`config.mk`:
```
export PLATFORM = sky130hd
export DESIGN_NAME = array_list_engine_unit
export DESIGN_NICKNAME = d
export VERILOG_FILES = /design/src/alist_pkg.sv /design/src/alist_ram.sv /design/src/alist_ctrl.sv /design/src/array_list_engine_unit.sv
export VERILOG_INCLUDE_DIRS = /design/src /design/src/src
export SDC_FILE = /design/constraint.sdc
export NUM_CORES = 1
export LEC_CHECK = 0
export BUFFER_PORTS_ARGS = -buffer_cell sky130_fd_sc_hd__buf_2
export CAP_MARGIN = 15
export CORE_UTILIZATION = 35
export CTS_CLUSTER_DIAMETER = 150
export DETAILED_ROUTE_END_ITERATION = 8
export PLACE_DENSITY = 0.51
export SYNTH_ARGS = -nofsm -noshare
export SYNTH_HDL_FRONTEND = slang
export SYNTH_SLANG_ARGS = --single-unit
```
`constraint.sdc`:
```
create_clock -name aclk -period 7.1 [get_ports aclk]
set_clock_uncertainty 0.1 [all_clocks]
set_input_delay 1.42 -clock aclk [delete_from_list [all_inputs] [get_ports aclk]]
set_output_delay 1.42 -clock aclk [all_outputs]
set_load 0.1 [all_outputs]
```
`src/array_list_engine_unit_macros.svh`:
```
// Assertion macros for the array list engine.
// Used by the top level; depends on nothing else.
`ifndef ARRAY_LIST_ENGINE_UNIT_MACROS_SVH
`define ARRAY_LIST_ENGINE_UNIT_MACROS_SVH

// Same-cycle implication, disabled while reset is low
`define ALE_ASSERT_IMP(label, clk, rstn, ante, cons, msg) \
    label: assert property (@(posedge clk) disable iff (!(rstn)) (ante) |-> (cons)) \
        else $error(msg);

// Next-cycle implication, disabled while reset is low
`define ALE_ASSERT_NXT(label, clk, rstn, ante, cons, msg) \
    label: assert property (@(posedge clk) disable iff (!(rstn)) (ante) |=> (cons)) \
        else $error(msg);

`endif

```
`src/alist_pkg.sv`:
```
// Shared types, command and status codes for the array list engine.
// No dependencies; imported by every module of the block.
`timescale 1ns / 1ps
`default_nettype none

package alist_pkg;

    // Store geometry
    localparam int DEPTH  = 16;
    localparam int IDX_W  = $clog2(DEPTH);
    localparam int CNT_W  = $clog2(DEPTH + 1);
    localparam int DATA_W = 32;

    // Fixed field widths
    localparam int CMD_W  = 4;
    localparam int POS_W  = 4;
    localparam int FPOS_W = 4;
    localparam int ECNT_W = 5;
    localparam int ST_W   = 2;

    localparam int IN_W   = 40;
    localparam int OUT_W  = 48;

    // Command codes
    localparam logic [CMD_W-1:0] CMD_ADD     = 4'd0;
    localparam logic [CMD_W-1:0] CMD_GET     = 4'd1;
    localparam logic [CMD_W-1:0] CMD_SET     = 4'd2;
    localparam logic [CMD_W-1:0] CMD_INSERT  = 4'd3;
    localparam logic [CMD_W-1:0] CMD_REMOVE  = 4'd4;
    localparam logic [CMD_W-1:0] CMD_POP     = 4'd5;
    localparam logic [CMD_W-1:0] CMD_FIND    = 4'd6;
    localparam logic [CMD_W-1:0] CMD_CLEAR   = 4'd7;
    localparam logic [CMD_W-1:0] CMD_REVERSE = 4'd8;

    // Status codes
    localparam logic [ST_W-1:0] ST_OK    = 2'd0;
    localparam logic [ST_W-1:0] ST_FULL  = 2'd1;
    localparam logic [ST_W-1:0] ST_RANGE = 2'd2;
    localparam logic [ST_W-1:0] ST_EMPTY = 2'd3;

    // One input item
    typedef struct packed {
        logic [DATA_W-1:0] handle;
        logic [POS_W-1:0]  position;
        logic [CMD_W-1:0]  command;
    } item_t;

    // One result item
    typedef struct packed {
        logic [ST_W-1:0]   status;
        logic              is_empty;
        logic [ECNT_W-1:0] entry_count;
        logic              found;
        logic [FPOS_W-1:0] found_position;
        logic [DATA_W-1:0] handle_out;
    } result_t;

    // Store access from the sequencer
    typedef struct packed {
        logic              we;
        logic              inv;
        logic              clr_all;
        logic [IDX_W-1:0]  waddr;
        logic [DATA_W-1:0] wdata;
        logic [IDX_W-1:0]  raddr;
    } ram_req_t;

endpackage

`default_nettype wire

```
`src/alist_ram.sv`:
```
// Slot store: one write port, one registered read port, per-slot valid bits.
// Depends on alist_pkg.
`timescale 1ns / 1ps
`default_nettype none

module alist_ram (
    input  wire logic                      aclk,
    input  wire logic                      aresetn,
    input  wire alist_pkg::ram_req_t       req,
    output logic [alist_pkg::DATA_W-1:0]   rdata
);
    import alist_pkg::*;

    logic [DATA_W-1:0] mem [DEPTH];
    logic [DEPTH-1:0]  valid_reg;
    logic [DATA_W-1:0] mem_q_reg;
    logic              vld_q_reg;

    // Data array write and registered read
    always_ff @(posedge aclk) begin
        if (req.we) begin
            mem[req.waddr] <= req.wdata;
        end
        mem_q_reg <= mem[req.raddr];
        vld_q_reg <= valid_reg[req.raddr];
    end

    // Valid bits: unwritten or cleared slots read as zero
    always_ff @(posedge aclk) begin
        if (!aresetn) begin
            valid_reg <= '0;
        end else if (req.clr_all) begin
            valid_reg <= '0;
        end else if (req.we) begin
            valid_reg[req.waddr] <= 1'b1;
        end else if (req.inv) begin
            valid_reg[req.waddr] <= 1'b0;
        end
    end

    assign rdata = vld_q_reg ? mem_q_reg : '0;

endmodule

`default_nettype wire

```
`src/alist_ctrl.sv`:
```
// Command sequencer: walks the slot store one access at a time with index
// adders and compares shared across states. Depends on alist_pkg.
`timescale 1ns / 1ps
`default_nettype none

module alist_ctrl (
    input  wire logic                     aclk,
    input  wire logic                     aresetn,
    input  wire logic                     in_valid,
    input  wire alist_pkg::item_t         in_item,
    output logic                          in_ready,
    output alist_pkg::ram_req_t           ram_req,
    input  wire logic [alist_pkg::DATA_W-1:0] ram_rdata,
    output logic                          res_valid,
    output alist_pkg::result_t            res,
    input  wire logic                     res_ready
);
    import alist_pkg::*;

    localparam logic [3:0] S_IDLE    = 4'd0;
    localparam logic [3:0] S_DISP    = 4'd1;
    localparam logic [3:0] S_RDW     = 4'd2;
    localparam logic [3:0] S_INS_CHK = 4'd3;
    localparam logic [3:0] S_INS_MV  = 4'd4;
    localparam logic [3:0] S_REM_CHK = 4'd5;
    localparam logic [3:0] S_REM_MV  = 4'd6;
    localparam logic [3:0] S_FND_CHK = 4'd7;
    localparam logic [3:0] S_FND_CMP = 4'd8;
    localparam logic [3:0] S_REV_CHK = 4'd9;
    localparam logic [3:0] S_REV_A   = 4'd10;
    localparam logic [3:0] S_REV_B   = 4'd11;
    localparam logic [3:0] S_REV_C   = 4'd12;
    localparam logic [3:0] S_RESP    = 4'd13;

    logic [3:0]        state_reg, state_next;
    logic [CNT_W-1:0]  count_reg, count_next;
    logic [CNT_W-1:0]  idx_reg, idx_next;
    logic [CNT_W-1:0]  hi_reg, hi_next;
    logic [CMD_W-1:0]  cmd_reg, cmd_next;
    logic [POS_W-1:0]  pos_reg, pos_next;
    logic [DATA_W-1:0] val_reg, val_next;
    logic [DATA_W-1:0] tmp_reg, tmp_next;
    logic [DATA_W-1:0] hout_reg, hout_next;
    logic [IDX_W-1:0]  fpos_reg, fpos_next;
    logic              fnd_reg, fnd_next;
    logic [ST_W-1:0]   st_reg, st_next;

    // Shared index arithmetic
    logic [CNT_W-1:0] idx_inc, idx_dec, cnt_inc, cnt_dec, hi_dec, pos_ext;
    logic             is_full, is_zero;

    assign idx_inc = idx_reg + 1'b1;
    assign idx_dec = idx_reg - 1'b1;
    assign cnt_inc = count_reg + 1'b1;
    assign cnt_dec = count_reg - 1'b1;
    assign hi_dec  = hi_reg - 1'b1;
    assign pos_ext = CNT_W'(pos_reg);
    assign is_full = (count_reg >= CNT_W'(DEPTH));
    assign is_zero = (count_reg == '0);

    // Control registers
    always_ff @(posedge aclk) begin
        if (!aresetn) begin
            state_reg <= S_IDLE;
            count_reg <= '0;
        end else begin
            state_reg <= state_next;
            count_reg <= count_next;
        end
    end

    // Working and result registers
    always_ff @(posedge aclk) begin
        idx_reg  <= idx_next;
        hi_reg   <= hi_next;
        cmd_reg  <= cmd_next;
        pos_reg  <= pos_next;
        val_reg  <= val_next;
        tmp_reg  <= tmp_next;
        hout_reg <= hout_next;
        fpos_reg <= fpos_next;
        fnd_reg  <= fnd_next;
        st_reg   <= st_next;
    end

    // Sequencer
    always_comb begin
        state_next = state_reg;
        count_next = count_reg;
        idx_next   = idx_reg;
        hi_next    = hi_reg;
        cmd_next   = cmd_reg;
        pos_next   = pos_reg;
        val_next   = val_reg;
        tmp_next   = tmp_reg;
        hout_next  = hout_reg;
        fpos_next  = fpos_reg;
        fnd_next   = fnd_reg;
        st_next    = st_reg;
        ram_req    = '0;

        case (state_reg)
            S_IDLE: begin
                if (in_valid) begin
                    cmd_next   = in_item.command;
                    pos_next   = in_item.position;
                    val_next   = in_item.handle;
                    state_next = S_DISP;
                end
            end
            S_DISP: begin
                hout_next  = '0;
                fpos_next  = '0;
                fnd_next   = 1'b0;
                st_next    = ST_OK;
                state_next = S_RESP;
                case (cmd_reg)
                    CMD_ADD: begin
                        if (is_full) begin
                            st_next = ST_FULL;
                        end else begin
                            ram_req.we    = 1'b1;
                            ram_req.waddr = count_reg[IDX_W-1:0];
                            ram_req.wdata = val_reg;
                            count_next    = cnt_inc;
                        end
                    end
                    CMD_GET: begin
                        if (pos_ext >= count_reg) begin
                            st_next = ST_RANGE;
                        end else begin
                            ram_req.raddr = IDX_W'(pos_reg);
                            state_next    = S_RDW;
                        end
                    end
                    CMD_SET: begin
                        if (pos_ext >= count_reg) begin
                            st_next = ST_RANGE;
                        end else begin
                            ram_req.we    = 1'b1;
                            ram_req.waddr = IDX_W'(pos_reg);
                            ram_req.wdata = val_reg;
                        end
                    end
                    CMD_INSERT: begin
                        if (is_full) begin
                            st_next = ST_FULL;
                        end else if (pos_ext > count_reg) begin
                            st_next = ST_RANGE;
                        end else begin
                            idx_next   = count_reg;
                            state_next = S_INS_CHK;
                        end
                    end
                    CMD_REMOVE: begin
                        if (is_zero) begin
                            st_next = ST_EMPTY;
                        end else if (pos_ext >= count_reg) begin
                            st_next = ST_RANGE;
                        end else begin
                            ram_req.raddr = IDX_W'(pos_reg);
                            idx_next      = pos_ext;
                            state_next    = S_RDW;
                        end
                    end
                    CMD_POP: begin
                        if (is_zero) begin
                            st_next = ST_EMPTY;
                        end else begin
                            ram_req.raddr = cnt_dec[IDX_W-1:0];
                            state_next    = S_RDW;
                        end
                    end
                    CMD_FIND: begin
                        idx_next   = '0;
                        state_next = S_FND_CHK;
                    end
                    CMD_CLEAR: begin
                        ram_req.clr_all = 1'b1;
                        count_next      = '0;
                    end
                    CMD_REVERSE: begin
                        idx_next   = '0;
                        hi_next    = count_reg;
                        state_next = S_REV_CHK;
                    end
                    default: begin
                        state_next = S_RESP;
                    end
                endcase
            end
            // Read data back for get, remove and pop
            S_RDW: begin
                hout_next = ram_rdata;
                if (cmd_reg == CMD_POP) begin
                    ram_req.inv   = 1'b1;
                    ram_req.waddr = cnt_dec[IDX_W-1:0];
                    count_next    = cnt_dec;
                    state_next    = S_RESP;
                end else if (cmd_reg == CMD_REMOVE) begin
                    state_next = S_REM_CHK;
                end else begin
                    state_next = S_RESP;
                end
            end
            // Insert: shift entries up from the top, then place the new one
            S_INS_CHK: begin
                if (idx_reg > pos_ext) begin
                    ram_req.raddr = idx_dec[IDX_W-1:0];
                    state_next    = S_INS_MV;
                end else begin
                    ram_req.we    = 1'b1;
                    ram_req.waddr = IDX_W'(pos_reg);
                    ram_req.wdata = val_reg;
                    count_next    = cnt_inc;
                    state_next    = S_RESP;
                end
            end
            S_INS_MV: begin
                ram_req.we    = 1'b1;
                ram_req.waddr = idx_reg[IDX_W-1:0];
                ram_req.wdata = ram_rdata;
                idx_next      = idx_dec;
                state_next    = S_INS_CHK;
            end
            // Remove: shift later entries down, then drop the top slot
            S_REM_CHK: begin
                if (idx_inc < count_reg) begin
                    ram_req.raddr = idx_inc[IDX_W-1:0];
                    state_next    = S_REM_MV;
                end else begin
                    ram_req.inv   = 1'b1;
                    ram_req.waddr = idx_reg[IDX_W-1:0];
                    count_next    = cnt_dec;
                    state_next    = S_RESP;
                end
            end
            S_REM_MV: begin
                ram_req.we    = 1'b1;
                ram_req.waddr = idx_reg[IDX_W-1:0];
                ram_req.wdata = ram_rdata;
                idx_next      = idx_inc;
                state_next    = S_REM_CHK;
            end
            // Find: linear scan from slot zero
            S_FND_CHK: begin
                if (idx_reg < count_reg) begin
                    ram_req.raddr = idx_reg[IDX_W-1:0];
                    state_next    = S_FND_CMP;
                end else begin
                    state_next = S_RESP;
                end
            end
            S_FND_CMP: begin
                if (ram_rdata == val_reg) begin
                    fnd_next   = 1'b1;
                    fpos_next  = idx_reg[IDX_W-1:0];
                    state_next = S_RESP;
                end else begin
                    idx_next   = idx_inc;
                    state_next = S_FND_CHK;
                end
            end
            // Reverse: swap the low and high ends, moving inward
            S_REV_CHK: begin
                if (idx_inc < hi_reg) begin
                    ram_req.raddr = idx_reg[IDX_W-1:0];
                    hi_next       = hi_dec;
                    state_next    = S_REV_A;
                end else begin
                    state_next = S_RESP;
                end
            end
            S_REV_A: begin
                tmp_next      = ram_rdata;
                ram_req.raddr = hi_reg[IDX_W-1:0];
                state_next    = S_REV_B;
            end
            S_REV_B: begin
                ram_req.we    = 1'b1;
                ram_req.waddr = idx_reg[IDX_W-1:0];
                ram_req.wdata = ram_rdata;
                state_next    = S_REV_C;
            end
            S_REV_C: begin
                ram_req.we    = 1'b1;
                ram_req.waddr = hi_reg[IDX_W-1:0];
                ram_req.wdata = tmp_reg;
                idx_next      = idx_inc;
                state_next    = S_REV_CHK;
            end
            S_RESP: begin
                if (res_ready) begin
                    state_next = S_IDLE;
                end
            end
            default: begin
                state_next = S_IDLE;
            end
        endcase
    end

    assign in_ready  = (state_reg == S_IDLE);
    assign res_valid = (state_reg == S_RESP);

    // Result fields
    always_comb begin
        res.handle_out     = hout_reg;
        res.found_position = FPOS_W'(fpos_reg);
        res.found          = fnd_reg;
        res.entry_count    = ECNT_W'(count_reg);
        res.is_empty       = is_zero;
        res.status         = st_reg;
    end

endmodule

`default_nettype wire

```
`src/array_list_engine_unit.sv`:
```
// Top level of the array list engine: stream ports, output register,
// sequencer and slot store. Depends on alist_pkg, alist_ctrl, alist_ram.
//
//  channel  dir  payload                                     bytes
//  s_       in   command, position, handle                   5
//  m_       out  handle_out, found_position, found,          6
//                entry_count, is_empty, status
//
// One item at a time; a slot access is a read followed by a write on the
// store's single read and write ports. Insert and remove shift the entries
// between the position and the top one slot at a time, find compares slots
// in order from slot zero until a match, and reverse swaps pairs of slots
// from both ends toward the middle.
// Reset (aresetn low, synchronous) empties the list: the valid bits of the
// store drop at once and there is no clearing pass.
// A finished result sits in the output register; the next item is taken
// while it waits, and the sequencer holds its own result only if that
// register is full and m_tready is low.
`timescale 1ns / 1ps
`default_nettype none

`include "array_list_engine_unit_macros.svh"

module array_list_engine_unit (
    input  wire logic                        aclk,
    input  wire logic                        aresetn,
    input  wire logic                        s_tvalid,
    output logic                             s_tready,
    // [3:0] command, [7:4] position, [39:8] handle
    input  wire logic [alist_pkg::IN_W-1:0]  s_tdata,
    output logic                             m_tvalid,
    input  wire logic                        m_tready,
    // [31:0] handle_out, [35:32] found_position, [36] found,
    // [41:37] entry_count, [42] is_empty, [44:43] status, [47:45] zero
    output logic [alist_pkg::OUT_W-1:0]      m_tdata
);
    import alist_pkg::*;

    item_t             item;
    ram_req_t          ram_req;
    logic [DATA_W-1:0] ram_rdata;
    logic              res_valid;
    logic              res_ready;
    result_t           res;

    logic              out_valid_reg, out_valid_next;
    result_t           out_data_reg;

    assign item = item_t'(s_tdata);

    alist_ctrl u_ctrl (
        .aclk      (aclk),
        .aresetn   (aresetn),
        .in_valid  (s_tvalid),
        .in_item   (item),
        .in_ready  (s_tready),
        .ram_req   (ram_req),
        .ram_rdata (ram_rdata),
        .res_valid (res_valid),
        .res       (res),
        .res_ready (res_ready)
    );

    alist_ram u_ram (
        .aclk    (aclk),
        .aresetn (aresetn),
        .req     (ram_req),
        .rdata   (ram_rdata)
    );

    // Output register
    assign res_ready = !out_valid_reg || m_tready;

    always_comb begin
        out_valid_next = out_valid_reg;
        if (res_valid && res_ready) begin
            out_valid_next = 1'b1;
        end else if (m_tready) begin
            out_valid_next = 1'b0;
        end
    end

    always_ff @(posedge aclk) begin
        if (!aresetn) begin
            out_valid_reg <= 1'b0;
        end else begin
            out_valid_reg <= out_valid_next;
        end
    end

    always_ff @(posedge aclk) begin
        if (res_valid && res_ready) begin
            out_data_reg <= res;
        end
    end

    assign m_tvalid = out_valid_reg;
    assign m_tdata  = OUT_W'(out_data_reg);

    // Checks
    `ALE_ASSERT_NXT(a_busy_after_accept, aclk, aresetn, s_tvalid && s_tready, !s_tready, "accepted a second item while busy")
    `ALE_ASSERT_IMP(a_count_bound, aclk, aresetn, m_tvalid, out_data_reg.entry_count <= ECNT_W'(DEPTH), "entry count above capacity")
    `ALE_ASSERT_IMP(a_empty_flag, aclk, aresetn, m_tvalid, out_data_reg.is_empty == (out_data_reg.entry_count == '0), "empty flag disagrees with count")
    `ALE_ASSERT_IMP(a_found_ok, aclk, aresetn, m_tvalid && out_data_reg.found, out_data_reg.status == ST_OK, "found with an error status")

endmodule

`default_nettype wire
```
=== Word level (Yosys, flattened, before mapping) ===
Memories as Yosys holds them, arrays and structs flattened. A register that Yosys moved wholly into a read port is not among the register bits.
Index checks and enable logic that the tools add are counted.

* Flip-flop bits (word level): 193
* Bits in latches: 0
* Bits in writable memories: 512
* ROM bits: 0
* Bits of input ports: 44
* Output and inout bits: 50
* Word-level logic and storage cells: 187
* Memories: 1

{| class="wikitable"
|+ Memory list
! name !! words !! bits a word !! rd ports !! clocked after memory_dff !! wr ports !! RTL line !! RTL
|-
| u_ram.mem || 16 || 32 || 1 || 1 || 1 || alist_ram.sv:14 || <nowiki>logic [DATA_W-1:0] mem [DEPTH];</nowiki>
|}

* Add/subtract/negate cells: 5
* Multipliers: 0
* Div/mod/pow operators: 0
* Order comparisons: 10
* Equal/unequal tests: 38
* Shifts and indexed selects: 0
* Muxes and demuxes: 82
* Bitwise gates (word level): 4
* Reductions and logical operators: 26

{| class="wikitable"
|+ Operators by type and width
! kind !! number
|-
| $pmux 32 s4 || 1
|-
| $mux 36 || 3
|-
| $mux 4 || 22
|-
| $pmux 36 s2 || 1
|-
| $pmux 4 s6 || 3
|-
| $pmux 32 s2 || 1
|-
| $pmux 4 s14 || 1
|-
| $mux 5 || 11
|-
| $pmux 5 s4 || 2
|-
| $eq 32x32->1 || 1
|-
| $eq 4x3->1 const B || 8
|-
| $mux 16 || 2
|-
| $mux 32 || 1
|-
| $eq 4x4->1 const B || 7
|-
| $pmux 5 s2 || 2
|-
| $ne 3x3->1 const B || 6
|-
| $and 16x16->16 || 1
|-
| $eq 4x2->1 const B || 4
|-
| $not 16->16 || 1
|-
| $or 16x16->16 || 1
|-
| $lt 5x5->1 || 3
|-
| $mux 1 || 15
|-
| $pmux 5 s3 || 1
|-
| $sub 5x1->5 const B || 3
|-
| other kinds (35) || 64
|}

=== Depth between registers and ports, before layout ===
* Depth in word-level cells: 12
* Mapped depth: 16
* Mapped depth without buffers: 12

=== Modules after synthesis ===
From an unflattened synthesis, not the netlist that was laid out.

* Cells, all modules: 1698
* Area, all modules: 29701.0 sq um

{| class="wikitable"
|+ By module, submodules not included
! module !! times used !! cells each !! area each (sq um) !! seq. area each (sq um)
|-
| alist_ram || 1 || 960 || 20980.1 || 16355.7
|-
| alist_ctrl || 1 || 684 || 7285.7 || 3813.7
|-
| array_list_engine_unit || 1 || 54 || 1435.1 || 1371.3
|}

=== Worst setup path before layout ===
OpenSTA, ideal clock, no wires.

* Kind: register -> register
* Start point: register u_ctrl.idx_reg[0]
* End point: memory u_ram.mem[13][0], enable pin
* Library setup time: 0.470 ns
* Arrival: 5.247 ns
* Required time: 6.530 ns
* Setup slack: 1.283 ns
* Cell stages (with the launch flop): 12
* Buffers on the path: 1
* Clock period less this slack: 5.817 ns
* Cells stage by stage: edfxtp_1 clkbuf_1 inv_1 ha_1 ha_1 a21o_1 a31oi_1 o21bai_1 a31o_2 a221oi_1 nand2_1 nor3b_1

* Word-level cells in the longest chain between the ends: 5
* Elaborated cells on any way between the ends: 10
* Those cells by class: add/sub (1); order compare (2); mux (7)

{| class="wikitable"
|+ RTL lines
! element !! RTL line !! RTL
|-
| start, declared || alist_ctrl.sv:37 || <nowiki>logic [CNT_W-1:0] idx_reg, idx_next;</nowiki>
|-
| start signal, assigned || alist_ctrl.sv:74 || <nowiki>idx_reg <= idx_next;</nowiki>
|-
| branches (longest 5 deep; another with $add 5x1->5) || - ||
|-
| end, declared || alist_ram.sv:14 ||
|}

Several ways; the timed one is not identified.

=== Worst setup path in the final report ===
* Start point: register u_ctrl.idx_reg[0]
* End point: memory u_ram.mem[10][24], enable pin

Same word-level chain as after synthesis.

==> out/metrics.cfg <==
[status]
status=finished clean

[layout]
nets=2377
diodes=0
regMostFlops=u_ram.mem
fin_area_sq_um=36100
largest_register_ffs=512
most-common-layout-cells=edfxtp_1 (678), o211ai_1 (205), nand4_1 (105)
nFillCells=8294
syn_to_final_growth_pct=13.7
final_common_cell=edfxtp_1
drive_gt1_share_pct=15.6

[clock_tree]
h-tree-depth=3
clkSlewWorstSetupHoldPaths_ns=0.06
insertion_delay_ns=0.66
cts_resized=0
cts_tree=built
postCtsSetupBuffers=0
postCtsHoldBufs=0
clock-sinks=737
cts_buffers=80
cts_root_buf=clkbuf_16
max-clock-path-buffers=3

[synth]
syn_area_sq_um=31800
synth-seq-area-share_pct=67.8
netlist_instances=2282
synth_edf_count=678
yosysUniqueCellTypes=84
synthFlopType=edfxtp_1
ys_seq_elements=737
syn_avg_cell_area_sq_um=13.9
yosys_warnings=0
synthArstFlopShare_pct=0

[power]
power_mw=13.6
p_leak_nw=12.0
power_density_nw_per_um2=376
vdd_ir_drop_max_uv=201

[grt]
grt_usage_pct=20.5
grt_pass1_vias=20200
grt_use_met3_pct=4.12
overflow=0
grt_pass1_wl_mm=139
grt_max_degree=133
use_met2_pct=30.9
antenna_found_initial=3
grt.met1_usage_pct=29.3
grt_busiest_layer=met2

[routing]
via_per_inst=5.79
drtIter0Drc=2058
drt-total-wl_mm=95.1
drcViolationCount=0
ant_nets=0
via_count=20500
post_drt_wl_per_cell_um=26.8
drtPass1Iterations=5

[floorplan]
start_util_pct=35.3
boundaryPins=94
num_rows=110
die_h_um=303
chipWidth_um=303
die_area_sq_um=92000
core_area_sq_um=90000

[placement]
port_buffers=90
place_area_sq_um=33600
dp_hpwl_mm=57.4
gp_congestion=0.911

[sta]
min_period_ns=5.39
post-route-period-util_pct=75.9
tightest_slew_ns=1.08
tns_ns=0
finalSetupViolations=0
rsz0062_at_grt=no
slew_viol_final=0
max_freq_ghz=0.186
hold_violations=0
slew_headroom_pct=27.4

[min_path]
holdCritPathClass=flop to flop
min_path_cells=0

[critical_path]
start_kind=flop
reg2regPathDepth=11
end_kind=flop
critPathArrivalTime_ns=5.62
required_ns=7.33
cp_max_fo=26
crit_type=flop to flop

[flow_run]
max_cap_viol_count=0

-- metal layers --
metal,wire [um],share of wire (%)
met5,0,0
met3,7940,8.4
met2,42400,45
met1,42200,44
met4,2490,2.6
-- through the flow --
step | setup WS (ns) | utilization [%] | std cells | hold WS, ns
detailed placement | 1.74 | 37.3 | 3400 | 0.305
finish | 1.71 | 40.1 | 3546 | 0.307
global route | 1.39 | 40.1 | 3546 | 0.322
floorplan | 1.28 | - | 2284 | 0.300
global placement | 1.84 | 37.2 | 3393 | 0.302
CTS | 1.72 | 40.1 | 3545 | 0.306
-- synthesized netlist by cell type (4+ instances only) --
master     number  area (sq um)
xor2_1          4          35.0
inv_1          90           338
a31oi_1        46           288
ha_1           26           325
nor4_1         47           294
a211oi_1        4          30.0
nor3_1         20           100
o21a_1         25           188
mux2_2         69           777
buf_6          10           113
o21ai_1        13          65.1
nand2b_1       10          62.6
nand2_1        78           293
a21oi_1        66           330
o21ai_0        54           270
nor2_1        108           405
nand4_1       105           657
dfxtp_1        59          1180
buf_1          13          48.8
nor2b_1         6          37.5
xnor2_1        40           350
and2_1         11          68.8
o31ai_1        70           526
mux2_1         63           709
buf_2          44           220
a21o_1          8          60.1
buf_4           7          52.6
o211ai_1      205          1540
o2bb2ai_1       4          35.0
a221oi_1        4          35.0
nand3_1        23           115
clkbuf_1      123           462
a221o_1        42           420
edfxtp_1      678         20400
o221ai_1       33           289
-- layout make-up --
class | instances | area [sq um] | area share (%)
multi-input cells | 1259 | 9270 | 25.7
flip-flops and latches | 737 | 21500 | 59.6
inverters | 91 | 342 | 0.945
repair buffers | 138 | 985 | 2.73
well taps | 1176 | 1470 | 4.07
clock buffers | 118 | 2270 | 6.30
clock inverters | 27 | 251 | 0.696
-- report_power, final --
group | total, mW | internal, mW | switching, mW
Clock | 4.02 | 2.27 | 1.75
Sequential | 5.84 | 5.44 | 0.392
Combinational | 3.72 | 1.16 | 2.56
Total | 13.6 | 8.88 | 4.70
-- worst max-delay path, stage by stage (launching register included) --
cell	delay, ns
edfxtp_1	0.66
inv_1	0.29
ha_1	0.51
ha_1	0.25
a21o_1	0.16
a31oi_1	0.29
o21bai_1	0.15
a31o_2	0.31
a221oi_1	0.55
nand3_1	0.53
nor2_4	0.94
buf_4	0.32
-- final timing paths --
path | startpoint | endpoint | slack [ns]
min reg2reg | u_ctrl.hout_reg[17] | m_tdata[17] | 0.31
max | u_ctrl.idx_reg[0] | u_ram.mem[10][24] | 1.71
min | u_ctrl.hout_reg[17] | m_tdata[17] | 0.31
max reg2reg | u_ctrl.idx_reg[0] | u_ram.mem[10][24] | 1.71
-- logic make-up after synthesis --
logic type / after synthesis / share of synthesized area (%)
flops: 737 / 67.8
compound gates: 616 / 14.1
simple gates: 437 / 7.25
buf+inv: 288 / 3.89
mux: 133 / 4.71
xor+xnor: 44 / 1.21
fa+ha+maj: 26 / 1.02
other cells: 1 / 0.0118
Power figures use the tool's default switching activity.
